--- config.mk ---
export PLATFORM = sky130hd
export DESIGN_NAME = cycling_relay_minute_timer
export DESIGN_NICKNAME = d
export VERILOG_FILES = /design/src/hdl/cyrmt_pkg.sv /design/src/hdl/cyrmt_counters.sv /design/src/hdl/cyrmt_decode.sv /design/src/hdl/cycling_relay_minute_timer.sv
export VERILOG_INCLUDE_DIRS = /design/src /design/src/hdl
export SDC_FILE = /design/constraint.sdc
export NUM_CORES = 1
export LEC_CHECK = 0
export BUFFER_PORTS_ARGS = -buffer_cell sky130_fd_sc_hd__buf_2
export CAP_MARGIN = 10
export CORE_MARGIN = 2
export CORE_UTILIZATION = 45
export DETAILED_ROUTE_END_ITERATION = 6
export GPL_TIMING_DRIVEN = 1
export PLACE_DENSITY = 0.73
export SYNTH_ARGS = -nofsm -noshare
export SYNTH_HDL_FRONTEND = slang
export SYNTH_SLANG_ARGS = --single-unit
--- constraint.sdc ---
create_clock -name clk -period 4.1 [get_ports clk]
set_input_delay 0.41 -clock clk [delete_from_list [all_inputs] [get_ports clk]]
set_output_delay 0.41 -clock clk [all_outputs]
set_load 0.1 [all_outputs]
--- src/hdl/assert_macros.svh ---
// Assertion macros shared by the timer RTL.
// Each macro wraps one concurrent assertion clocked on the given clock
// and disabled while the given active-low reset is asserted.
`ifndef ASSERT_MACROS_SVH
`define ASSERT_MACROS_SVH

// The property must hold at every rising clock edge outside reset.
`define ASSERT_PROP(lbl, ck, rn, prop) \
	lbl: assert property (@(posedge ck) disable iff (!rn) prop) \
		else $error("property check failed");

// The expression must never be true at a rising clock edge outside reset.
`define ASSERT_NEVER(lbl, ck, rn, expr) \
	lbl: assert property (@(posedge ck) disable iff (!rn) !(expr)) \
		else $error("forbidden condition seen");

`endif

--- src/hdl/cyrmt_pkg.sv ---
// Shared constants and types of the cycling relay minute timer.
// No dependencies; every other file of the block but assert_macros.svh imports it.
`default_nettype none

package cyrmt_pkg;

	localparam int TICKS_PER_SECOND = 61;
	localparam int MAX_MINUTES      = 99;
	localparam int SECONDS_LAST     = 60;

	localparam int DIP_W   = 4;
	localparam int TICK_W  = $clog2(TICKS_PER_SECOND);
	localparam int SEC_W   = $clog2(SECONDS_LAST + 1);
	localparam int MIN_W   = $clog2(MAX_MINUTES + 1);
	localparam int BLINK_W = 7;

	// Blink bits picked for the slow and the fast LED rate.
	localparam int BLINK_SLOW_BIT = 6;
	localparam int BLINK_FAST_BIT = 3;

	// Counts after the tick has advanced, before the buttons act.
	typedef struct packed {
		logic [BLINK_W-1:0] blink;
		logic [MIN_W-1:0]   minutes;
	} cyrmt_view_t;

	typedef struct packed {
		logic relay;
		logic led;
	} cyrmt_result_t;

endpackage

`default_nettype wire

--- src/hdl/cyrmt_counters.sv ---
// Blink, tick, second and minute counters of the timer, with button effects.
// Depends on cyrmt_pkg and assert_macros.svh.
`default_nettype none
`include "assert_macros.svh"

module cyrmt_counters
	import cyrmt_pkg::*;
(
	input  wire logic              clk,
	input  wire logic              arst_n,
	input  wire logic              tick_en,
	input  wire logic              hold,
	input  wire logic              start,
	output cyrmt_view_t            view
);

	logic [BLINK_W-1:0] blink_q;
	logic [TICK_W-1:0]  tick_q;
	logic [SEC_W-1:0]   sec_q;
	logic [MIN_W-1:0]   min_q;

	logic [BLINK_W-1:0] blink_n;
	logic [TICK_W-1:0]  tick_n;
	logic [SEC_W-1:0]   sec_adv;
	logic [SEC_W-1:0]   sec_n;
	logic [MIN_W-1:0]   min_n;

	always_comb begin
		blink_n = blink_q + BLINK_W'(1);
		if (tick_q == TICK_W'(TICKS_PER_SECOND - 1)) begin
			tick_n = '0;
		end else begin
			tick_n = tick_q + TICK_W'(1);
		end
		sec_adv = sec_q;
		if (tick_n == TICK_W'(TICKS_PER_SECOND - 1)) begin
			if (sec_q == SEC_W'(SECONDS_LAST)) begin
				sec_adv = '0;
			end else begin
				sec_adv = sec_q + SEC_W'(1);
			end
		end
		sec_n = sec_adv;
		min_n = min_q;
		// A full second-count rolls into the next minute unless finished.
		if (sec_adv == SEC_W'(SECONDS_LAST) && tick_n == '0 &&
				min_q < MIN_W'(MAX_MINUTES)) begin
			min_n = min_q + MIN_W'(1);
			sec_n = '0;
		end
	end

	assign view.blink   = blink_n;
	assign view.minutes = min_n;

	always_ff @(posedge clk or negedge arst_n) begin
		if (!arst_n) begin
			blink_q <= '0;
			tick_q  <= '0;
			sec_q   <= '0;
			min_q   <= MIN_W'(MAX_MINUTES);
		end else if (tick_en) begin
			blink_q <= blink_n;
			if (start) begin
				tick_q <= '0;
				sec_q  <= '0;
				min_q  <= '0;
			end else begin
				tick_q <= tick_n;
				sec_q  <= sec_n;
				min_q  <= hold ? MIN_W'(MAX_MINUTES) : min_n;
			end
		end
	end

	`ASSERT_NEVER(a_tick_range, clk, arst_n, tick_q > TICK_W'(TICKS_PER_SECOND - 1))
	`ASSERT_NEVER(a_min_range, clk, arst_n, min_q > MIN_W'(MAX_MINUTES))
	`ASSERT_PROP(a_start_clears, clk, arst_n, (tick_en && start) |=> (min_q == '0 && sec_q == '0 && tick_q == '0))
	`ASSERT_PROP(a_hold_finishes, clk, arst_n, (tick_en && hold && !start) |=> (min_q == MIN_W'(MAX_MINUTES)))

endmodule

`default_nettype wire

--- src/hdl/cyrmt_decode.sv ---
// Relay schedule and LED rate decode from the advanced minute and blink counts.
// Depends on cyrmt_pkg.
`default_nettype none

module cyrmt_decode
	import cyrmt_pkg::*;
(
	input  wire logic [DIP_W-1:0] dip,
	input  wire cyrmt_view_t      view,
	output cyrmt_result_t         result
);

	// End time is 2.5 * dip rounded down; the relay pauses from dip to 1.5 * dip.
	logic [DIP_W+1:0] end_time;
	logic [DIP_W:0]   resume;
	logic [MIN_W-1:0] end_ext;
	logic [MIN_W-1:0] resume_ext;
	logic [MIN_W-1:0] dip_ext;

	always_comb begin
		end_time   = {1'b0, dip, 1'b0} + (DIP_W+2)'(dip >> 1);
		resume     = {1'b0, dip} + (DIP_W+1)'(dip >> 1);
		end_ext    = MIN_W'(end_time);
		resume_ext = MIN_W'(resume);
		dip_ext    = MIN_W'(dip);
		result.relay = (view.minutes < dip_ext) ||
			(view.minutes >= resume_ext && view.minutes < end_ext);
		result.led = (view.minutes >= end_ext) ? view.blink[BLINK_SLOW_BIT]
			: view.blink[BLINK_FAST_BIT];
	end

endmodule

`default_nettype wire

--- src/hdl/cycling_relay_minute_timer.sv ---
// Top level of the cycling relay minute timer: counters, decode, result register.
// Depends on cyrmt_pkg, cyrmt_counters, cyrmt_decode and assert_macros.svh.
`default_nettype none
`include "assert_macros.svh"

// Channel   Direction  Handshake              Payload
// tick in   input      in_valid / in_stall    dip_setting, hold_button, start_button
// result    output     out_valid / out_stall  relay_on, led_on
//
// Every request is one timer tick and yields exactly one result request.
// A tick's result is ready in the cycle after it is accepted; one tick can be
// taken every cycle while not stalled, set by the single result register after the decode.
// in_stall is raised only while the result register is full and stalled.
// Reset leaves all counts at zero except minutes, which start finished (99).
// The counters advance at the accept edge, so stalls never replay a tick.

module cycling_relay_minute_timer
	import cyrmt_pkg::*;
(
	input  wire logic             clk,
	input  wire logic             arst_n,
	input  wire logic             in_valid,
	output logic                  in_stall,
	input  wire logic [DIP_W-1:0] dip_setting,
	input  wire logic             hold_button,
	input  wire logic             start_button,
	output logic                  out_valid,
	input  wire logic             out_stall,
	output logic                  relay_on,
	output logic                  led_on
);

	cyrmt_view_t   view;
	cyrmt_result_t result;
	cyrmt_result_t result_s1;
	logic          valid_s1;
	logic          accept;

	// The result register frees up in the same cycle its content is taken,
	// so a new tick may enter while the previous result leaves.
	assign in_stall = valid_s1 && out_stall;
	assign accept   = in_valid && !in_stall;

	cyrmt_counters u_counters (
		.clk     (clk),
		.arst_n  (arst_n),
		.tick_en (accept),
		.hold    (hold_button),
		.start   (start_button),
		.view    (view)
	);

	// Outputs come from the advanced counts; buttons only touch the stored state.
	cyrmt_decode u_decode (
		.dip    (dip_setting),
		.view   (view),
		.result (result)
	);

	always_ff @(posedge clk or negedge arst_n) begin
		if (!arst_n) begin
			valid_s1 <= 1'b0;
		end else if (!in_stall) begin
			valid_s1 <= in_valid;
		end
	end

	always_ff @(posedge clk) begin
		if (accept) begin
			result_s1 <= result;
		end
	end

	assign out_valid = valid_s1;
	assign relay_on  = result_s1.relay;
	assign led_on    = result_s1.led;

	`ASSERT_PROP(a_accept_fills, clk, arst_n, accept |=> valid_s1)
	`ASSERT_PROP(a_stall_holds, clk, arst_n, in_stall |=> (valid_s1 && $stable(result_s1)))

endmodule

`default_nettype wire
# Word-level counts from Yosys, hierarchy flattened
# Cells that the tools add are included.
dict set report totals {
  reg_bits 29
  input_bits 10
  output_inout_bits 4
  elab_cells 40
}
dict set report classes {
  addsub 6
  n_lt_le_gt_ge 5
  n_eq_ne 4
  n_mux 10
  reduce_logical 8
}
# op count
set op_table {}
lappend op_table {{6-bit 2-to-1 mux} 6}
lappend op_table {{6-bit == test (second input constant)} 4}
lappend op_table {{7-bit 2-to-1 mux} 3}
lappend op_table {{7-bit by 1-bit adder with 7-bit output (second input constant)} 2}
lappend op_table {{6-bit by 1-bit adder with 6-bit output (second input constant)} 2}
lappend op_table {{7-bit by 5-bit >= comparator with 1-bit output} 1}
lappend op_table {{7-bit by 6-bit >= comparator with 1-bit output} 1}
lappend op_table {{7-bit by 4-bit < comparator with 1-bit output} 1}
lappend op_table {{7-bit by 6-bit < comparator with 1-bit output} 1}
lappend op_table {{7-bit < comparator (second input constant)} 1}
lappend op_table {{5-bit by 3-bit adder with 6-bit output} 1}
lappend op_table {{6-bit logical NOT} 1}
lappend op_table {{4-bit by 3-bit adder with 5-bit output} 1}
lappend op_table {{1-bit logical AND} 5}
lappend op_table {{1-bit logical NOT} 1}
lappend op_table {{1-bit logical OR} 1}
lappend op_table {{1-bit 2-to-1 mux} 1}

# Logic depth before layout (Yosys ltp)
dict set report depth {
  ltp_word 11
  depth_mapped 17
  depth_no_buf 16
}

# Cells and area by module
# Synthesis repeated with hierarchy kept, for this count alone.
dict set report unflattened {
  cells_unflattened 287
  area_unflattened_um2 2560.0
}
# mod instances cells_per_inst area_each_um2 seq_area_each_um2
set by_module_without_submodules {}
lappend by_module_without_submodules {cyrmt_counters 1 218 1893.1 655.6}
lappend by_module_without_submodules {cyrmt_decode 1 63 556.8 0.0}
lappend by_module_without_submodules {cycling_relay_minute_timer 1 6 110.1 85.1}

# Worst setup path before layout
# No wires, ideal clock.
dict set report synth_path {
  kind {register to register}
  startpoint {reg u_counters.tick_q[0]}
  endpoint {reg result_s1, in the netlist led_on, data pin}
  setup_time_ns 0.263
  t_arrival_ns 3.573
  t_required_ns 3.837
  setup_slack_ns 0.264
  stages_incl_launch_ff 16
  n_path_buf 1
  period_less_slack_ns 3.836
  cell_sequence {dfrtp_1 > inv_1 > ha_1 > nor3_1 > o311ai_1 > or4_1 > buf_6 > nor2_4 > nand4_1 > xnor2_1 > ha_1 > nand3_1 > o31a_1 > a2111oi_4 > nor3_1 > mux2i_1}
}
# element line
set synth_lines {}
lappend synth_lines {{start, declared} cyrmt_counters.sv:18} ;# logic [TICK_W-1:0] tick_q;
lappend synth_lines {{start signal, assigned} cyrmt_counters.sv:69} ;# tick_q <= tick_n;
lappend synth_lines {{end signal, assigned} cycling_relay_minute_timer.sv:70} ;# result_s1 <= result;
lappend synth_lines {{end, declared} cycling_relay_minute_timer.sv:35} ;# cyrmt_result_t result_s1;

==> impl_metrics.tcl <==
set metrics [dict create \
    synth-edff-count 2 \
    maximum_clock_skew_at_final_layout_ns 0.00622 \
    routed_wire_length_per_instance_um 14.6 \
    synthFlopType "sky130_fd_sc_hd__dfrtp_1" \
    route.final.wire_length_mm 5.41 \
    maximum_number_of_pins_on_one_net_before_global_route_repair 28 \
    h_tree_levels 2 \
    critical_path.top_delay_family "simple AND/OR/NAND/NOR gates" \
    area_delta_synth_final_pct 9.88 \
    layout.cells.non_filler 371 \
    fillerInstances 543 \
    antenna_cells_inserted 0 \
    critical_path_required_ns 4.14 \
    critical_path.max_fanout 8 \
    p_per_area_nw_per_um2 363 \
    max_freq_ghz 0.258 \
    worstPathBufferInverterCount 2 \
    worst-setup-path-type "reg2reg" \
    core_area_sq_um 5410 \
    cellLeakagePower_nw 1.20 \
    fp.dieArea_sq_um 6130 \
    drc_errors 0 \
    grt_use_total_pct 18.8 \
    setup_tns_ns 0 \
    min-delay-path-class "in2async" \
    top_area_cells_in_the_synthesized_netlist "sky130_fd_sc_hd__dfrtp_1, sky130_fd_sc_hd__ha_1, sky130_fd_sc_hd__dfstp_2" \
    ant_nets 0 \
    postSynthRegisterBits 29 \
    synthDominantCellAreaShare_pct 23.2 \
    grt_pass1_vias 1984 \
    finish.net_count 332 \
    min_tclk_post_route_ns 3.87 \
    clk_pin_slew_worst_paths_ns 0.07 \
    yosys.area.top_type "sky130_fd_sc_hd__dfrtp_1" \
    post_synth.cell_area_avg_sq_um 8.77 \
    fin_util_pct 50.5 \
    cts.root.buffer_cell "sky130_fd_sc_hd__clkbuf_8" \
    clock_insertion_delay_worst_skew_ns 0.29 \
    cts_inserted_buffers 5 \
    final-setup-viol-count 0 \
    synthesis.area_sq_um 2480 \
    die_height_um 78.3 \
    transition_at_the_pin_with_the_smallest_max_transition_slack_ns 0.875 \
    hold_viol_final 0 \
    detailed_place_hpwl_mm 3.96 \
    io_buffer_count 13 \
    detail_route.vias_per_cell 5.85 \
    total_switching_power_uw 392 \
    grt_pass1_wl_mm 9.32 \
    post_synthesis_cells 283 \
    total_area_of_multi_input_combinational_cells_sq_um 1630 \
    final_max_slew_viol_count 0 \
    p_clk_share_pct 24.2 \
    initial_utilization_pct 45.9 \
    critical_path_arrival_ns 3.91 \
    initialDrtViolationCount 262 \
    p_sw_share_pct 39.6 \
    number_of_buffers_between_clock_root_and_the_deepest_sink 2 \
    r2r_setup_slack_ns 0.23 \
    tritoncts_num_sinks 29 \
    timing.critical_path.slowest_cell_delay_ns 0.56 \
    synth_cell_type_count 59 \
    number_of_rows_created_at_floorplan 27 \
    gp_routability_congestion 0.879 \
    total_of_warnings_raised_by_yosys 0 \
    dr.pass1.iters 4 \
    maxCapViolCount 0 \
    cp-start-kind "register" \
    reg2reg_depth 14 \
    route.vias.total 2172 \
    crit_path_cell_trace "buf_4 > ha_1 > nor2b_1 > a21o_1 > or4_1 > buf_4 > nor4_4 > xor2_1 > ha_1 > nand3_1 > o31a_1 > a2111oi_4 > nor3_1 > mux2i_1" \
    antenna_found_initial 0 \
    outcome "finished, final reports clean" \
    synth_async_sr_flop_share_pct 93.1 \
    crit_path_top_delay_cell "sky130_fd_sc_hd__or4_1" \
    syn_nets 317 \
    die_width_um 78.3 \
    p_int_uw 599 \
    power.share.combinational_pct 33.1 \
    grt_overflow_total 0 \
    r2r-start "u_counters.tick_q[0]" \
    grt_setup_unrepaired "no" \
    placed_cells 363 \
    finalCritPeriodShare_pct 94.5 \
    tritoncts "done" \
    slew_headroom_pct 41.2 \
    max-vdd-ir-drop_v 0.000296 \
    pin_count 14 \
    seqCellArea_sq_um 742 \
    drive_above_1_share_pct 14.0 \
    power_uw 991 \
    seqPwrFrac_pct 42.6 \
    synth_seq_area_share_pct 29.8 \
    critical_path.reg2reg.endpoint "led_on" \
    crit_path_end_kind "register" \
]
==> sequential cells by signal, summed over array words and instances, names as in the netlist <==
register and flops:
u_counters.blink_q 7, u_counters.min_q 7, u_counters.sec_q 6, u_counters.tick_q 6, led_on 1, out_valid 1
relay_on 1
==> cells in the mapped netlist (all sizes together), types with 3 or more instances <==
master,instances
mux2i,5
o22ai,3
dfrtp,23
nor2,19
inv,17
ha,22
o21ai,15
a21o,3
buf,5
nand2b,4
a21oi,15
nand3,17
dfstp,4
and2,3
a22o,3
clkbuf,7
xor2,9
o31ai,9
and3,5
a211oi,3
xnor2,10
nor2b,3
nand4,7
nor3,9
nor4,5
a2111oi,3
o21a,3
nand2,23
==> worst reg2reg max path, stage by stage (launching register included) <==
cell,delay [ns]
sky130_fd_sc_hd__dfrtp_1,0.38
sky130_fd_sc_hd__buf_4,0.16
sky130_fd_sc_hd__ha_1,0.25
sky130_fd_sc_hd__nor2b_1,0.16
sky130_fd_sc_hd__a21o_1,0.18
sky130_fd_sc_hd__or4_1,0.56
sky130_fd_sc_hd__buf_4,0.22
sky130_fd_sc_hd__nor4_4,0.36
sky130_fd_sc_hd__xor2_1,0.12
sky130_fd_sc_hd__ha_1,0.31
sky130_fd_sc_hd__nand3_1,0.10
sky130_fd_sc_hd__o31a_1,0.30
sky130_fd_sc_hd__a2111oi_4,0.29
sky130_fd_sc_hd__nor3_1,0.10
sky130_fd_sc_hd__mux2i_1,0.12
==> final cells by class <==
cell class              instances  area share [%]
clock buffers                   5            2.52
clock inverters                 3           0.642
inverters                      17            2.34
multi-input cells             225            59.7
flip-flops and latches         29            27.2
well taps                      72            3.30
repair buffers                 20            4.31
==> cells by family after synthesis <==
family	share of synthesized area, %
AND/OR/NAND/NOR	21.7
adder cells (fa/ha/maj)	12.7
multiplexers	2.47
XOR/XNOR	6.70
AO/OA/AOI/OAI	21.7
buffers and inverters	4.89
flip-flops	29.8
==> worst max-delay path by stage <==
stage,from,to,slack (ns),depth (start not counted)
floorplan,u_counters.tick_q[0],led_on,0.26,15
global placement,u_counters.tick_q[1],relay_on,0.15,16
detailed placement,u_counters.tick_q[1],led_on,0.19,14
CTS,u_counters.tick_q[1],led_on,0.18,14
global route,u_counters.tick_q[1],led_on,0.008,14
finish,u_counters.tick_q[0],led_on,0.23,14
==> timing repair <==
item,4_1_cts,5_1_grt
buffers inserted,0,0
gates resized for setup,0,2
hold buffers,0,0
hold endpoints to repair,0,0
endpoints found under the setup margin,0,2
==> cells in the final DEF (no fill, tap or decap), types with 5 or more instances in the layout <==
cell type and instances:
sky130_fd_sc_hd__nand2_1 23, sky130_fd_sc_hd__ha_1 22, sky130_fd_sc_hd__dfrtp_1 22, sky130_fd_sc_hd__nor2_1 18
sky130_fd_sc_hd__nand3_1 17, sky130_fd_sc_hd__inv_1 16, sky130_fd_sc_hd__a21oi_1 15, sky130_fd_sc_hd__o21ai_0 14
sky130_fd_sc_hd__buf_2 13, sky130_fd_sc_hd__nor3_1 9, sky130_fd_sc_hd__xor2_1 9, sky130_fd_sc_hd__xnor2_1 9
sky130_fd_sc_hd__o31ai_1 9, sky130_fd_sc_hd__nand4_1 7, sky130_fd_sc_hd__buf_4 7, sky130_fd_sc_hd__and3_1 5
sky130_fd_sc_hd__mux2i_1 5, sky130_fd_sc_hd__clkbuf_8 5
==> metal layers <==
layer | GRT usage (%) | vias up | routed length, um
met4 | 4.21 | 0 | 40
met2 | 30.9 | 46 | 2580
met5 | 0 | - | 0
li1 | - | 1077 | -
met3 | 3.56 | 7 | 187
met1 | 25.8 | 1042 | 2600
==> power groups by stage <==
stage	clock, mW	sequential [mW]	combinational [mW]
after CTS	0.246	0.420	0.329
after global routing	0.258	0.430	0.365
after detailed placement	0	0.424	0.325
final	0.240	0.422	0.328
after floorplan	0	0.429	0.237
after global placement	0	0.421	0.317
==> through the flow <==
step	hold slack, ns	worst slack (ns)	cell area, sq um
after floorplan	0.114	0.264	2480
after global placement	0.457	0.147	2630
after detailed placement	0.459	0.189	2630
after CTS	0.148	0.175	2720
after global routing	0.175	0.00814	2730
final	0.129	0.226	2730
Note: power is estimated with default switching activity, not from simulation.
